**config.mk**
```make
export PLATFORM = sky130hd
export DESIGN_NAME = amap_mem
export DESIGN_NICKNAME = d
export VERILOG_FILES = /design/src/design/amap_pkg.sv /design/src/design/amap_mem.sv
export SDC_FILE = /design/constraint.sdc
export NUM_CORES = 2
export LEC_CHECK = 0
export ABC_AREA = 1
export CORE_AREA = 2 2 826 828
export DETAILED_ROUTE_END_ITERATION = 7
export DIE_AREA = 0 0 828 830
export DONT_BUFFER_PORTS = 1
export HOLD_SLACK_MARGIN = 0.12
export SYNTH_ARGS = -nofsm -noshare
export SYNTH_HDL_FRONTEND = slang
export SYNTH_SLANG_ARGS = --single-unit
```
**constraint.sdc**
```tcl
create_clock -name i_clk -period 35.4 [get_ports i_clk]
set_input_delay 0 -clock i_clk [delete_from_list [all_inputs] [get_ports i_clk]]
set_output_delay 0 -clock i_clk [all_outputs]
set_load 0.02 [all_outputs]
```
**src/design/amap_pkg.sv**
```systemverilog
// ----------------------------------------------------------------------------
// Allocation map engine package
// Shared types and fixed widths for the status map, the scan sequencer and
// the top level.
// ----------------------------------------------------------------------------
package amap_pkg;

    localparam int ADDR_W = 10;  // request address and skip address
    localparam int CODE_W = 4;   // one status code
    localparam int LEN_W  = 11;  // region size, target and result length
    localparam int POS_W  = 11;  // scan position, never passes the region size
    localparam int CNT_W  = 12;  // gap count, may pass the target after a skip

    typedef enum logic [1:0] {
        CMD_WRITE = 2'd0,
        CMD_READ  = 2'd1,
        CMD_SEG   = 2'd2,
        CMD_GAP   = 2'd3
    } t_cmd;

    typedef struct packed {
        logic [LEN_W-1:0]  size;        // region size already capped to the map depth
        logic [CODE_W-1:0] free_code;
        logic [CODE_W-1:0] start_code;
        logic [CODE_W-1:0] cont_code;
    } t_cfg;

    typedef struct packed {
        t_cmd              cmd;
        logic [ADDR_W-1:0] address;
        logic [CODE_W-1:0] code_in;
        logic [LEN_W-1:0]  target;
        logic              skip_on;
        logic [ADDR_W-1:0] skip_addr;
    } t_req;

    typedef struct packed {
        logic              ok;
        logic [CODE_W-1:0] code;
        logic [LEN_W-1:0]  length;
    } t_rsp;

    typedef struct packed {
        logic             pos_in;    // position lies inside the region
        logic             is_free;
        logic             is_start;
        logic             is_cont;
        logic             at_skip;   // position is the segment to pass over
        logic             cnt_hit;   // count has reached the target
        logic [POS_W-1:0] pos_nxt;
        logic [CNT_W-1:0] cnt_nxt;
    } t_step;

endpackage

```
**src/design/amap_mem.sv**
```systemverilog
// ----------------------------------------------------------------------------
// Allocation map status memory
// One code per managed byte, one write and one registered read per cycle.
// After reset a sweep writes zero into every entry.
// ----------------------------------------------------------------------------
module amap_mem
    import amap_pkg::*;
#(
    parameter int unsigned REGION_BYTES = 1024
) (
    input  logic                              i_clk,
    input  logic                              i_rst_n,
    input  logic                              i_wr_en,
    input  logic [$clog2(REGION_BYTES)-1:0]   i_wr_addr,
    input  logic [CODE_W-1:0]                 i_wr_data,
    input  logic [$clog2(REGION_BYTES)-1:0]   i_rd_addr,
    output logic [CODE_W-1:0]                 o_rd_data,
    output logic                              o_busy
);

    localparam int unsigned AW = $clog2(REGION_BYTES);

    logic [CODE_W-1:0] r_mem [REGION_BYTES];
    logic [CODE_W-1:0] r_rd_data;
    logic              r_clr_busy;
    logic [AW-1:0]     r_clr_addr;

    always_ff @(posedge i_clk) begin
        if (!i_rst_n) begin
            r_clr_busy <= 1'b1;
            r_clr_addr <= '0;
        end else if (r_clr_busy) begin
            r_clr_addr <= r_clr_addr + AW'(1);
            if (r_clr_addr == AW'(REGION_BYTES - 1)) begin
                r_clr_busy <= 1'b0;
            end
        end
    end

    always_ff @(posedge i_clk) begin
        if (r_clr_busy) begin
            r_mem[r_clr_addr] <= '0;
        end else if (i_wr_en) begin
            r_mem[i_wr_addr] <= i_wr_data;
        end
        r_rd_data <= r_mem[i_rd_addr];
    end

    assign o_rd_data = r_rd_data;
    assign o_busy    = r_clr_busy;

endmodule

```
==> flow_summary.yaml <==
sta:
  max_freq_mhz: 125.3
  report.final.slew_viol_count: 0
  setup_tns_ps: 0
  final.period_utilization_pct: 22.55
  maxSlewHeadroom_pct: 7.944
  worstMarginPinSlew_ps: 1381
  setup-violations-final: 0
  layout_min_cycle_time_ps: 7983
  skew_ps: 58.54
  final_hold_viol_count: 0
  rsz0062_at_grt: "no"
synthesis:
  ys.flop_type: "edfxtp_1"
  synthCells: 14690
  synth-seq-area-share_pct: 72.98
  syn_area_per_cell_um2: 11.50
  syn-num-nets: 14710
  yosys_warnings: 0
  synth-edff-count: 4096
  synth_cell_types: 26
  ys_ff_latch: 4111
  synthArstFlopShare_pct: 0
  synth_area_um2: 168900
cts:
  cts_root_buffer: "clkbuf_16"
  cts_resized: 0
  cts_tree: "built"
  postCtsSetupBuffers: 0
  cts_sinks: 4111
  clock_latency_ps: 970
  numCtsBuffers: 419
  htreeDepth: 5
  clock_path_buffers: 4
  ctsHoldBuffers: 44
  clk_pin_slew_worst_paths_ps: 60
floorplan:
  die_y_um: 830
  start_util_pct: 24.90
  die_w_um: 828
  placementRows: 303
  die_area_um2: 687200
  core_area_um2: 678600
  io_pins: 32
power:
  p_int_mw: 7.890
  sw_frac_of_total_pct: 21.95
  pwr_density_cell_nw_per_um2: 52.82
  p_leak_nw: 61.43
  power_frac_seq_pct: 52.2
  clkPwrFrac_pct: 42.9
  pwr-share-comb_pct: 4.9
  ir_drop_v: 0.00004314
  switching_power_mw: 2.218
placed_design:
  dp_hpwl_um: 248600
  place_congestion: 0.8069
  numPortBuffers: 0
  dpl_cell_area_um2: 177400
routing:
  num_vias: 113300
  vias_per_cell: 4.801
  dr.pass1.iters: 6
  wl_um: 488500
  drtAntennaViolNets: 0
  detail_route.drc_violations: 0
  routedWlPerCell_um: 20.71
  dr.first_iter.drc_count: 14520
worst_setup_path:
  crit_required_ps: 36320
  reg2reg_depth: 8
  critPathArrivalTime_ps: 8900
  cp_slowest_cell: "buf_4"
  slowest_delay_ps: 1040
  crit_type: "in -> reg"
  worst-path-max-fanout: 247
  regToRegStartpoint: "o_busy"
  endpoint_kind: "flop"
  critPathLaunchType: "input pin"
  r2r_slack_ps: 30050
  r2r-end: "r_mem[84][1]"
  worstPathCellList: "buf_16 -> inv_8 -> buf_12 -> buf_4 -> buf_4 -> nand2_1 -> nand3_1 -> nand3_1 -> nand3_1 -> nand3_1 -> nand3_1 -> nand3_1 -> nand3_1 -> dlygate4sd3_1 -> nand3_1 -> dlygate4sd3_1 -> nand2_1 -> dlygate4sd3_1 -> nand2_1 -> dlygate4sd3_1 -> nand2_1 -> dlygate4sd3_1"
  path_common_cell: "nand3_1"
cells_and_area:
  final_nets: 14250
  final_cell_mix: "4165 x nand2_1, 4096 x edfxtp_1, 4084 x nand3_1"
  layout_commonest_cell: "nand2_1"
  final_area_um2: 191400
  drive_gt1_share_pct: 5.860
  synthToLayoutAreaGrowth_pct: 13.27
worst_hold_path:
  min_from: "i_wr_en"
  min_delay_path_depth: 3
  holdCritPathClass: "in -> reg"
  whs_endpoint: "r_mem[779][0]"
global_route:
  grt_first_pass_wirelength_um: 716900
  track_usage_pct: 13.52
  grt_overflow: 0
  grt_max_degree: 1026
  grt_antenna_before_repair: 40
  first_global_vias: 109200
run_status:
  status: "completed"
run:
  cap_violations: 0
kinds of logic (layout without fill, tap and decap cells):
group           after synthesis  in the layout  synth area share, %
compound gates               23             23              0.07702
flops                      4111           4111                72.98
other cells                   0             19                    0
fa+ha+maj                     1              1             0.007405
buf+inv                    1172           1059                2.988
simple gates               9379           9379                23.95
Yosys cell counts (2+ instances only):
cell      number  area [um2]
o21ai_1        6       30.03
nor2_2         5       31.28
buf_1        173       649.4
nand2_1     4186       15710
buf_2        465        2327
o21ai_0        6       30.03
edfxtp_1    4096      123000
dfxtp_1       15       300.3
nor3_2        10       100.1
or2_2          2       12.51
a21oi_1        7       35.03
nor2_1      1063        3990
o21ai_2        4       35.03
nor2_4         2       22.52
inv_1         57       214.0
inv_2         14       52.55
clkbuf_1     449        1685
nor4_1         2       12.51
nand3_1     4098       20510
nor3_1         8       40.04
buf_6          4       45.04
buf_4         10       75.07
stage by stage:
| stage | total power, mW | hold slack (ps) | cells | setup slack [ps] | util, % |
|---|---|---|---|---|---|
| global route | 10.39 | 270.0 | 23570 | 27100 | 28.19 |
| finish | 10.11 | 243.5 | 23590 | 27420 | 28.20 |
| CTS | 10.13 | 186.2 | 23560 | 27830 | 28.17 |
| global placement | 5.837 | 79.90 | 22740 | 28180 | 26.13 |
| floorplan | 5.720 | 103.1 | 14690 | 6158 | - |
| detailed placement | 5.838 | 84.70 | 22750 | 28520 | 26.14 |
power groups by stage:
stage                     logic (mW)  clock network (mW)  registers, mW
final                          0.493                4.34           5.28
after detailed placement       0.457                   0           5.38
after CTS                      0.465                4.39           5.28
after global placement         0.456                   0           5.38
after floorplan                0.344                   0           5.38
after global routing           0.540                4.57           5.28
metal layers:
layer,up-vias,routed length (um),track usage [%]
li1,51010,-,-
met1,56120,205300,18.85
met2,5417,224000,21.75
met3,701,44750,2.168
met4,2,14380,3.898
met5,-,13,0
sequential cells by signal, indices dropped and copies added, names as in the netlist:
name,cells
o_busy,1
o_rd_data,4
r_clr_addr,10
r_mem,4096
worst max path at each step:
stage	startpoint	endpoint	slack [ps]	cells after the start
4_1_cts	i_rd_addr[0]	o_rd_data[1]	27830	22
2_1_floorplan	o_busy	r_mem[0][0]	6160	4
5_1_grt	i_rd_addr[0]	o_rd_data[1]	27100	22
6_report	i_rd_addr[0]	o_rd_data[1]	27420	22
3_5_place_dp	i_rd_addr[0]	o_rd_data[1]	28520	18
3_3_place_gp	i_rd_addr[0]	o_rd_data[1]	28180	18
cell type report:
cell class | instances | area, um2
fillers | 69380 | 487200
clock inverters | 262 | 2206
clock buffers | 513 | 11130
multi-input cells | 9403 | 40960
inverters | 71 | 304.0
well taps | 8997 | 11260
diodes | 19 | 47.55
repair buffers | 213 | 2162
flip-flops and latches | 4111 | 123300
critical path, delay by kind of cell:
family                 cells  cell delay (ps)
buffers and inverters     10             6750
and+or+nand+nor           12             1660
(Power assumes the default switching activity.)
