## src/design/amap_pkg.sv

```systemverilog
// ----------------------------------------------------------------------------
// Allocation map engine package
// Shared types and fixed widths for the status map, the scan sequencer and
// the top level.
// ----------------------------------------------------------------------------
package amap_pkg;

    localparam int ADDR_W = 10;  // request address and skip address
    localparam int CODE_W = 4;   // one status code
    localparam int LEN_W  = 11;  // region size, target and result length
    localparam int POS_W  = 11;  // scan position, never passes the region size
    localparam int CNT_W  = 12;  // gap count, may pass the target after a skip

    typedef enum logic [1:0] {
        CMD_WRITE = 2'd0,
        CMD_READ  = 2'd1,
        CMD_SEG   = 2'd2,
        CMD_GAP   = 2'd3
    } t_cmd;

    typedef struct packed {
        logic [LEN_W-1:0]  size;        // region size already capped to the map depth
        logic [CODE_W-1:0] free_code;
        logic [CODE_W-1:0] start_code;
        logic [CODE_W-1:0] cont_code;
    } t_cfg;

    typedef struct packed {
        t_cmd              cmd;
        logic [ADDR_W-1:0] address;
        logic [CODE_W-1:0] code_in;
        logic [LEN_W-1:0]  target;
        logic              skip_on;
        logic [ADDR_W-1:0] skip_addr;
    } t_req;

    typedef struct packed {
        logic              ok;
        logic [CODE_W-1:0] code;
        logic [LEN_W-1:0]  length;
    } t_rsp;

    typedef struct packed {
        logic             pos_in;    // position lies inside the region
        logic             is_free;
        logic             is_start;
        logic             is_cont;
        logic             at_skip;   // position is the segment to pass over
        logic             cnt_hit;   // count has reached the target
        logic [POS_W-1:0] pos_nxt;
        logic [CNT_W-1:0] cnt_nxt;
    } t_step;

endpackage

```

## src/design/amap_step.sv

```systemverilog
// ----------------------------------------------------------------------------
// Allocation map scan step unit
// Classifies the code at the current scan position and forms the next
// position and count. Shared by every command that walks the map.
// ----------------------------------------------------------------------------
module amap_step
    import amap_pkg::*;
(
    input  t_cfg              i_cfg,
    input  logic [POS_W-1:0]  i_pos,
    input  logic [CNT_W-1:0]  i_cnt,
    input  logic [CODE_W-1:0] i_data,
    input  logic [LEN_W-1:0]  i_target,
    input  logic              i_skip_on,
    input  logic [ADDR_W-1:0] i_skip_addr,
    output t_step             o_step
);

    always_comb begin
        o_step.pos_in   = i_pos < i_cfg.size;
        o_step.is_free  = i_data == i_cfg.free_code;
        o_step.is_start = i_data == i_cfg.start_code;
        o_step.is_cont  = i_data == i_cfg.cont_code;
        o_step.at_skip  = i_skip_on && (i_pos == POS_W'(i_skip_addr));
        o_step.cnt_hit  = i_cnt >= CNT_W'(i_target);
        o_step.pos_nxt  = i_pos + POS_W'(1);
        o_step.cnt_nxt  = i_cnt + CNT_W'(1);
    end

endmodule

```

## src/design/amap_seq.sv

```systemverilog
// ----------------------------------------------------------------------------
// Allocation map command sequencer
// Runs one command at a time. Scans read the map one entry per cycle and
// drive the shared step unit to decide when the walk ends.
// ----------------------------------------------------------------------------
module amap_seq
    import amap_pkg::*;
#(
    parameter int unsigned REGION_BYTES = 1024
) (
    input  logic                              i_clk,
    input  logic                              i_rst_n,
    input  logic                              i_busy,
    input  logic                              i_req_valid,
    output logic                              o_req_ready,
    input  t_req                              i_req,
    input  t_cfg                              i_cfg,
    output logic                              o_wr_en,
    output logic [$clog2(REGION_BYTES)-1:0]   o_wr_addr,
    output logic [CODE_W-1:0]                 o_wr_data,
    output logic [$clog2(REGION_BYTES)-1:0]   o_rd_addr,
    input  logic [CODE_W-1:0]                 i_rd_data,
    output logic                              o_rsp_push,
    input  logic                              i_rsp_room,
    output t_rsp                              o_rsp
);

    localparam int unsigned AW = $clog2(REGION_BYTES);

    typedef enum logic [2:0] {
        ST_IDLE,
        ST_RD_WAIT,
        ST_SEG_HEAD,
        ST_SEG_RUN,
        ST_GAP_RUN,
        ST_SKIP_RUN,
        ST_RESP
    } t_state;

    t_state            r_state, n_state;
    logic [POS_W-1:0]  r_pos, n_pos;
    logic [CNT_W-1:0]  r_cnt, n_cnt;
    logic [LEN_W-1:0]  r_target, n_target;
    logic              r_skip_on, n_skip_on;
    logic [ADDR_W-1:0] r_skip_addr, n_skip_addr;
    t_rsp              r_rsp, n_rsp;
    t_step             step;
    logic              accept;

    amap_step u_step (
        .i_cfg       (i_cfg),
        .i_pos       (r_pos),
        .i_cnt       (r_cnt),
        .i_data      (i_rd_data),
        .i_target    (r_target),
        .i_skip_on   (r_skip_on),
        .i_skip_addr (r_skip_addr),
        .o_step      (step)
    );

    assign o_req_ready = (r_state == ST_IDLE) && !i_busy;
    assign accept      = i_req_valid && o_req_ready;
    assign o_wr_addr   = AW'(i_req.address);
    assign o_wr_data   = i_req.code_in;
    assign o_rsp_push  = (r_state == ST_RESP) && i_rsp_room;
    assign o_rsp       = r_rsp;

    // Outside idle the read port fetches the entry after the current position,
    // so the data for a position arrives in the cycle that position is current.
    assign o_rd_addr = (r_state == ST_IDLE) ? AW'(i_req.address) : AW'(step.pos_nxt);

    always_comb begin
        n_state     = r_state;
        n_pos       = r_pos;
        n_cnt       = r_cnt;
        n_target    = r_target;
        n_skip_on   = r_skip_on;
        n_skip_addr = r_skip_addr;
        n_rsp       = r_rsp;
        o_wr_en     = 1'b0;

        unique case (r_state)
            ST_IDLE: begin
                if (accept) begin
                    n_pos       = POS_W'(i_req.address);
                    n_cnt       = '0;
                    n_target    = i_req.target;
                    n_skip_on   = i_req.skip_on;
                    n_skip_addr = i_req.skip_addr;
                    n_rsp       = '0;
                    if (POS_W'(i_req.address) >= i_cfg.size) begin
                        n_state = ST_RESP;
                    end else begin
                        n_rsp.ok = 1'b1;
                        unique case (i_req.cmd)
                            CMD_WRITE: begin
                                o_wr_en = 1'b1;
                                n_state = ST_RESP;
                            end
                            CMD_READ: n_state = ST_RD_WAIT;
                            CMD_SEG:  n_state = ST_SEG_HEAD;
                            CMD_GAP:  n_state = ST_GAP_RUN;
                        endcase
                    end
                end
            end
            ST_RD_WAIT: begin
                n_rsp.code = i_rd_data;
                n_state    = ST_RESP;
            end
            ST_SEG_HEAD: begin
                if (step.is_start) begin
                    n_cnt   = CNT_W'(1);
                    n_pos   = step.pos_nxt;
                    n_state = ST_SEG_RUN;
                end else begin
                    n_state = ST_RESP;
                end
            end
            ST_SEG_RUN: begin
                if (step.pos_in && step.is_cont) begin
                    n_cnt = step.cnt_nxt;
                    n_pos = step.pos_nxt;
                end else begin
                    n_rsp.length = LEN_W'(r_cnt);
                    n_state      = ST_RESP;
                end
            end
            ST_GAP_RUN, ST_SKIP_RUN: begin
                // While passing over the named segment, continuation entries
                // add to the count without a target check. The first entry
                // after it is judged by the ordinary gap rules.
                if ((r_state == ST_SKIP_RUN) && step.pos_in && step.is_cont) begin
                    n_cnt = step.cnt_nxt;
                    n_pos = step.pos_nxt;
                end else begin
                    priority if (step.cnt_hit) begin
                        n_rsp.length = r_target;
                        n_state      = ST_RESP;
                    end else if (!step.pos_in) begin
                        n_rsp.length = LEN_W'(r_cnt);
                        n_state      = ST_RESP;
                    end else if (step.is_free) begin
                        n_cnt   = step.cnt_nxt;
                        n_pos   = step.pos_nxt;
                        n_state = ST_GAP_RUN;
                    end else if (step.at_skip && step.is_start) begin
                        n_cnt   = step.cnt_nxt;
                        n_pos   = step.pos_nxt;
                        n_state = ST_SKIP_RUN;
                    end else begin
                        n_rsp.length = LEN_W'(r_cnt);
                        n_state      = ST_RESP;
                    end
                end
            end
            ST_RESP: begin
                if (i_rsp_room) begin
                    n_state = ST_IDLE;
                end
            end
            default: n_state = ST_IDLE;
        endcase
    end

    always_ff @(posedge i_clk) begin
        if (!i_rst_n) begin
            r_state <= ST_IDLE;
        end else begin
            r_state <= n_state;
        end
        r_pos       <= n_pos;
        r_cnt       <= n_cnt;
        r_target    <= n_target;
        r_skip_on   <= n_skip_on;
        r_skip_addr <= n_skip_addr;
        r_rsp       <= n_rsp;
    end

endmodule

```

## config.mk

```make
export PLATFORM = sky130hd
export DESIGN_NAME = amap_seq
export DESIGN_NICKNAME = d
export VERILOG_FILES = /design/src/design/amap_pkg.sv /design/src/design/amap_step.sv /design/src/design/amap_seq.sv
export SDC_FILE = /design/constraint.sdc
export NUM_CORES = 1
export LEC_CHECK = 0
export BUFFER_PORTS_ARGS = -buffer_cell sky130_fd_sc_hd__clkbuf_2
export CAP_MARGIN = 40
export CORE_UTILIZATION = 45
export CTS_BUF_LIST = sky130_fd_sc_hd__clkbuf_4
export CTS_CLUSTER_DIAMETER = 120
export CTS_CLUSTER_SIZE = 24
export DETAILED_ROUTE_END_ITERATION = 12
export PLACE_DENSITY_LB_ADDON = 0.08
export SLEW_MARGIN = 40
export SYNTH_ARGS = -nofsm -noshare
export SYNTH_HDL_FRONTEND = slang
export SYNTH_HIERARCHICAL = 1
export SYNTH_SLANG_ARGS = --single-unit
```

## constraint.sdc

```tcl
create_clock -name i_clk -period 3.2 [get_ports i_clk]
set_clock_uncertainty 0.05 [all_clocks]
set_input_delay 0.16 -clock i_clk [delete_from_list [all_inputs] [get_ports i_clk]]
set_output_delay 0.16 -clock i_clk [all_outputs]
set_load 0.03 [all_outputs]
```

==> reports/results.ini <==
[route]
first_pass_iters = 4
wl_mm = 9.63
drtIter0Drc = 119
vias = 3334
drcViolationCount = 0
wl_per_cell_um = 15.0
via_per_inst = 5.19
ant_nets = 0

[cells_and_area]
final_common_cell = clkbuf_2
drive_gt1_frac = 0.286
antenna_cells = 0
mostFrequentLayoutCells = clkbuf_2, edfxtp_1, nand2_1, inv_1, ha_1
multi_input_area_um2 = 2060
regArea_um2 = 1890
syn2layout_area_growth_pct = 23.6
final_cells = 642
nNetsFinal = 633
fillers = 849

[timing]
worst-slew-pin-transition_ps = 673
hold_slack_ps = 48.8
finalCriticalPeriod_ps = 3030
hold_violations = 0
setup_slack_ps = 173
maxSlewViolCount = 0
setup_viol = 0
fin_crit_sh = 0.946
max_freq_mhz = 330
slew_headroom = 0.547

[outcome]
status = finished clean

[synth]
postSynthAreaPerCell_um2 = 10.6
synth_flop_cell = edfxtp_1
ys_seq_elements = 64
yosys_warnings = 6
synthTopCellsByArea = edfxtp_1, ha_1, xor2_1, nand2_1, inv_1
async_flop_share = 0
syn_area_um2 = 4260
synth_cell_types = 47
synth_edf_count = 61
synthCells = 402
yosysSeqAreaShare = 0.444
synth.largest_area_cell = edfxtp_1
syn_nets = 509
synth_top_area_share = 0.430

[floorplan]
coreArea_um2 = 9200
die_w_um = 99.3
num_rows = 35
start_util = 0.463
die_h_um = 99.3
die_area_um2 = 9860
boundaryPins = 113

[clock_network]
cts-root-buf = clkbuf_4
cts_htree_levels = 3
clockBufferDepth = 2
clk_latency_ps = 420
cts_buffers = 9
clk_pin_slew_ps = 120
cts_tree = built
cts.sinks = 64

[placed_design]
gp_congestion = 0.815
portBuffers = 104
numPlacedInstances = 601
dp_hpwl_mm = 7.10
pre_cts_slack_ps = 18.8

[power_and_ir_drop]
max-vdd-ir-drop_mv = 0.454
switching_share = 0.418
p_switching_w = 0.00178
p_int_w = 0.00247
seq_power_share = 0.361
comb_power_share = 0.471
power.share.clock = 0.168
power.density_nw_per_um2 = 807
p_leak_nw = 2.44

[worst_setup_path]
start_kind = register
worstPathRequired_ps = 3270
crit_type = register to register
worst_setup_path_end_kind = register
rr_worst_depth = 12
path_max_fanout = 23
cp.arrival_ps = 3100

[job]
maxCapViolations = 0

[grt]
grt_pass1_vias = 3184
antenna_found_initial = 0
grt_max_degree = 24
gr-total-overflow = 0
grt_pass1_wl_mm = 15.3
gr-usage-all-layers = 0.202

[hold_path]
whs_path_depth = 4
hp-class = input port to register

[flip-flops by register name (all words and copies together), names as in the netlist]
register     count
r_skip_addr     10
r_state          3
o_rsp           16
r_target        11
r_pos           11
r_skip_on        1
r_cnt           12
[cells by family (layout without fill, tap and decap cells)]
logic type                 count (synthesis)  after routing  share of synthesized area
xor gates and xnor gates                  41             41                     0.0843
DFF                                       64             64                      0.444
adders and majority gates                 37             37                      0.109
buffers and inverters                     63            192                     0.0757
muxes                                     10             10                     0.0264
AOI/OAI and AO/OA                         58             58                      0.103
and+or+nand+nor                          129            129                      0.158
[cell type report]
type                            instances  share of cell area
Multi-Input combinational cell        275               0.390
Sequential cell                        64               0.359
Timing Repair Buffer                  139               0.162
Inverter                               37              0.0264
Tap cell                              111              0.0264
Clock inverter                          7              0.0226
Clock buffer                            9              0.0128
[synthesized netlist by cell type (2+ instances only)]
cell type  count
xor2_1        27
o22ai_1        2
ha_1          37
xnor2_1       14
a21oi_1       11
nand3_1       15
inv_1         37
nand2_1       43
a21o_1         6
and3_1        10
nand4_1        6
dfxtp_1        3
buf_2          6
nor4_1         4
clkbuf_1       2
edfxtp_1      61
nor2b_1        4
o21a_1         4
a221oi_1       2
a22o_1        12
nand4b_1       2
o21ai_0        9
buf_4         15
nor3b_1        3
nor2_1        15
and2_1        12
buf_6          3
nand2b_1       6
and4_1         3
mux2_2        10
nor3_1         2
[worst paths after layout]
kind                from  slack, ps         end
max             r_pos[4]        170    r_cnt[5]
min reg2reg  r_target[3]        530    o_rsp[3]
max reg2reg     r_pos[4]        170    r_cnt[5]
min           i_rsp_room         50  r_state[2]
[routing by layer]
| layer | vias up | track usage | share of wire |
|---|---|---|---|
| met4 | 0 | 0.0543 | 0.0079 |
| met5 | - | 0 | 0 |
| met1 | 1568 | 0.266 | 0.47 |
| met3 | 9 | 0.0436 | 0.043 |
| li1 | 1667 | - | - |
| met2 | 90 | 0.339 | 0.48 |
[repair_timing]
action | CTS | global route
hold endpoints to repair | 25 | 1
resized for setup | 1 | 0
hold buffers | 23 | 1
setup buffers | 0 | 1
setup endpoints to repair | 8 | 1
[power by group through the flow]
stage / Sequential, W / Clock [W] / Combinational (W)
floorplan: 0.00164 / 0 / 0.00128
global placement: 0.00154 / 0 / 0.00194
detailed placement: 0.00156 / 0 / 0.00196
CTS: 0.00154 / 0.000737 / 0.00200
global route: 0.00157 / 0.000773 / 0.00219
finish: 0.00154 / 0.000715 / 0.00200
[worst max-delay path: stages (launching register included)]
cell and delay, ps:
edfxtp_1 500, ha_1 350, a21oi_1 160, o21a_1 130
o21ai_0 110, a221oi_1 290, buf_4 180, nand3_1 150
nor2_1 210, nor2b_1 70, o22ai_1 150, o21a_1 200
buf_12 190
[through the flow]
stage	cell area, um^2	total power, W	utilization	TNS, ps
CTS	5250	0.00427	0.571	0
floorplan	4260	0.00292	-	0
global route	5270	0.00454	0.573	-121
finish	5270	0.00425	0.573	0
global placement	4830	0.00348	0.525	0
detailed placement	4830	0.00352	0.525	0
Note: power is estimated with default switching activity, not from simulation.
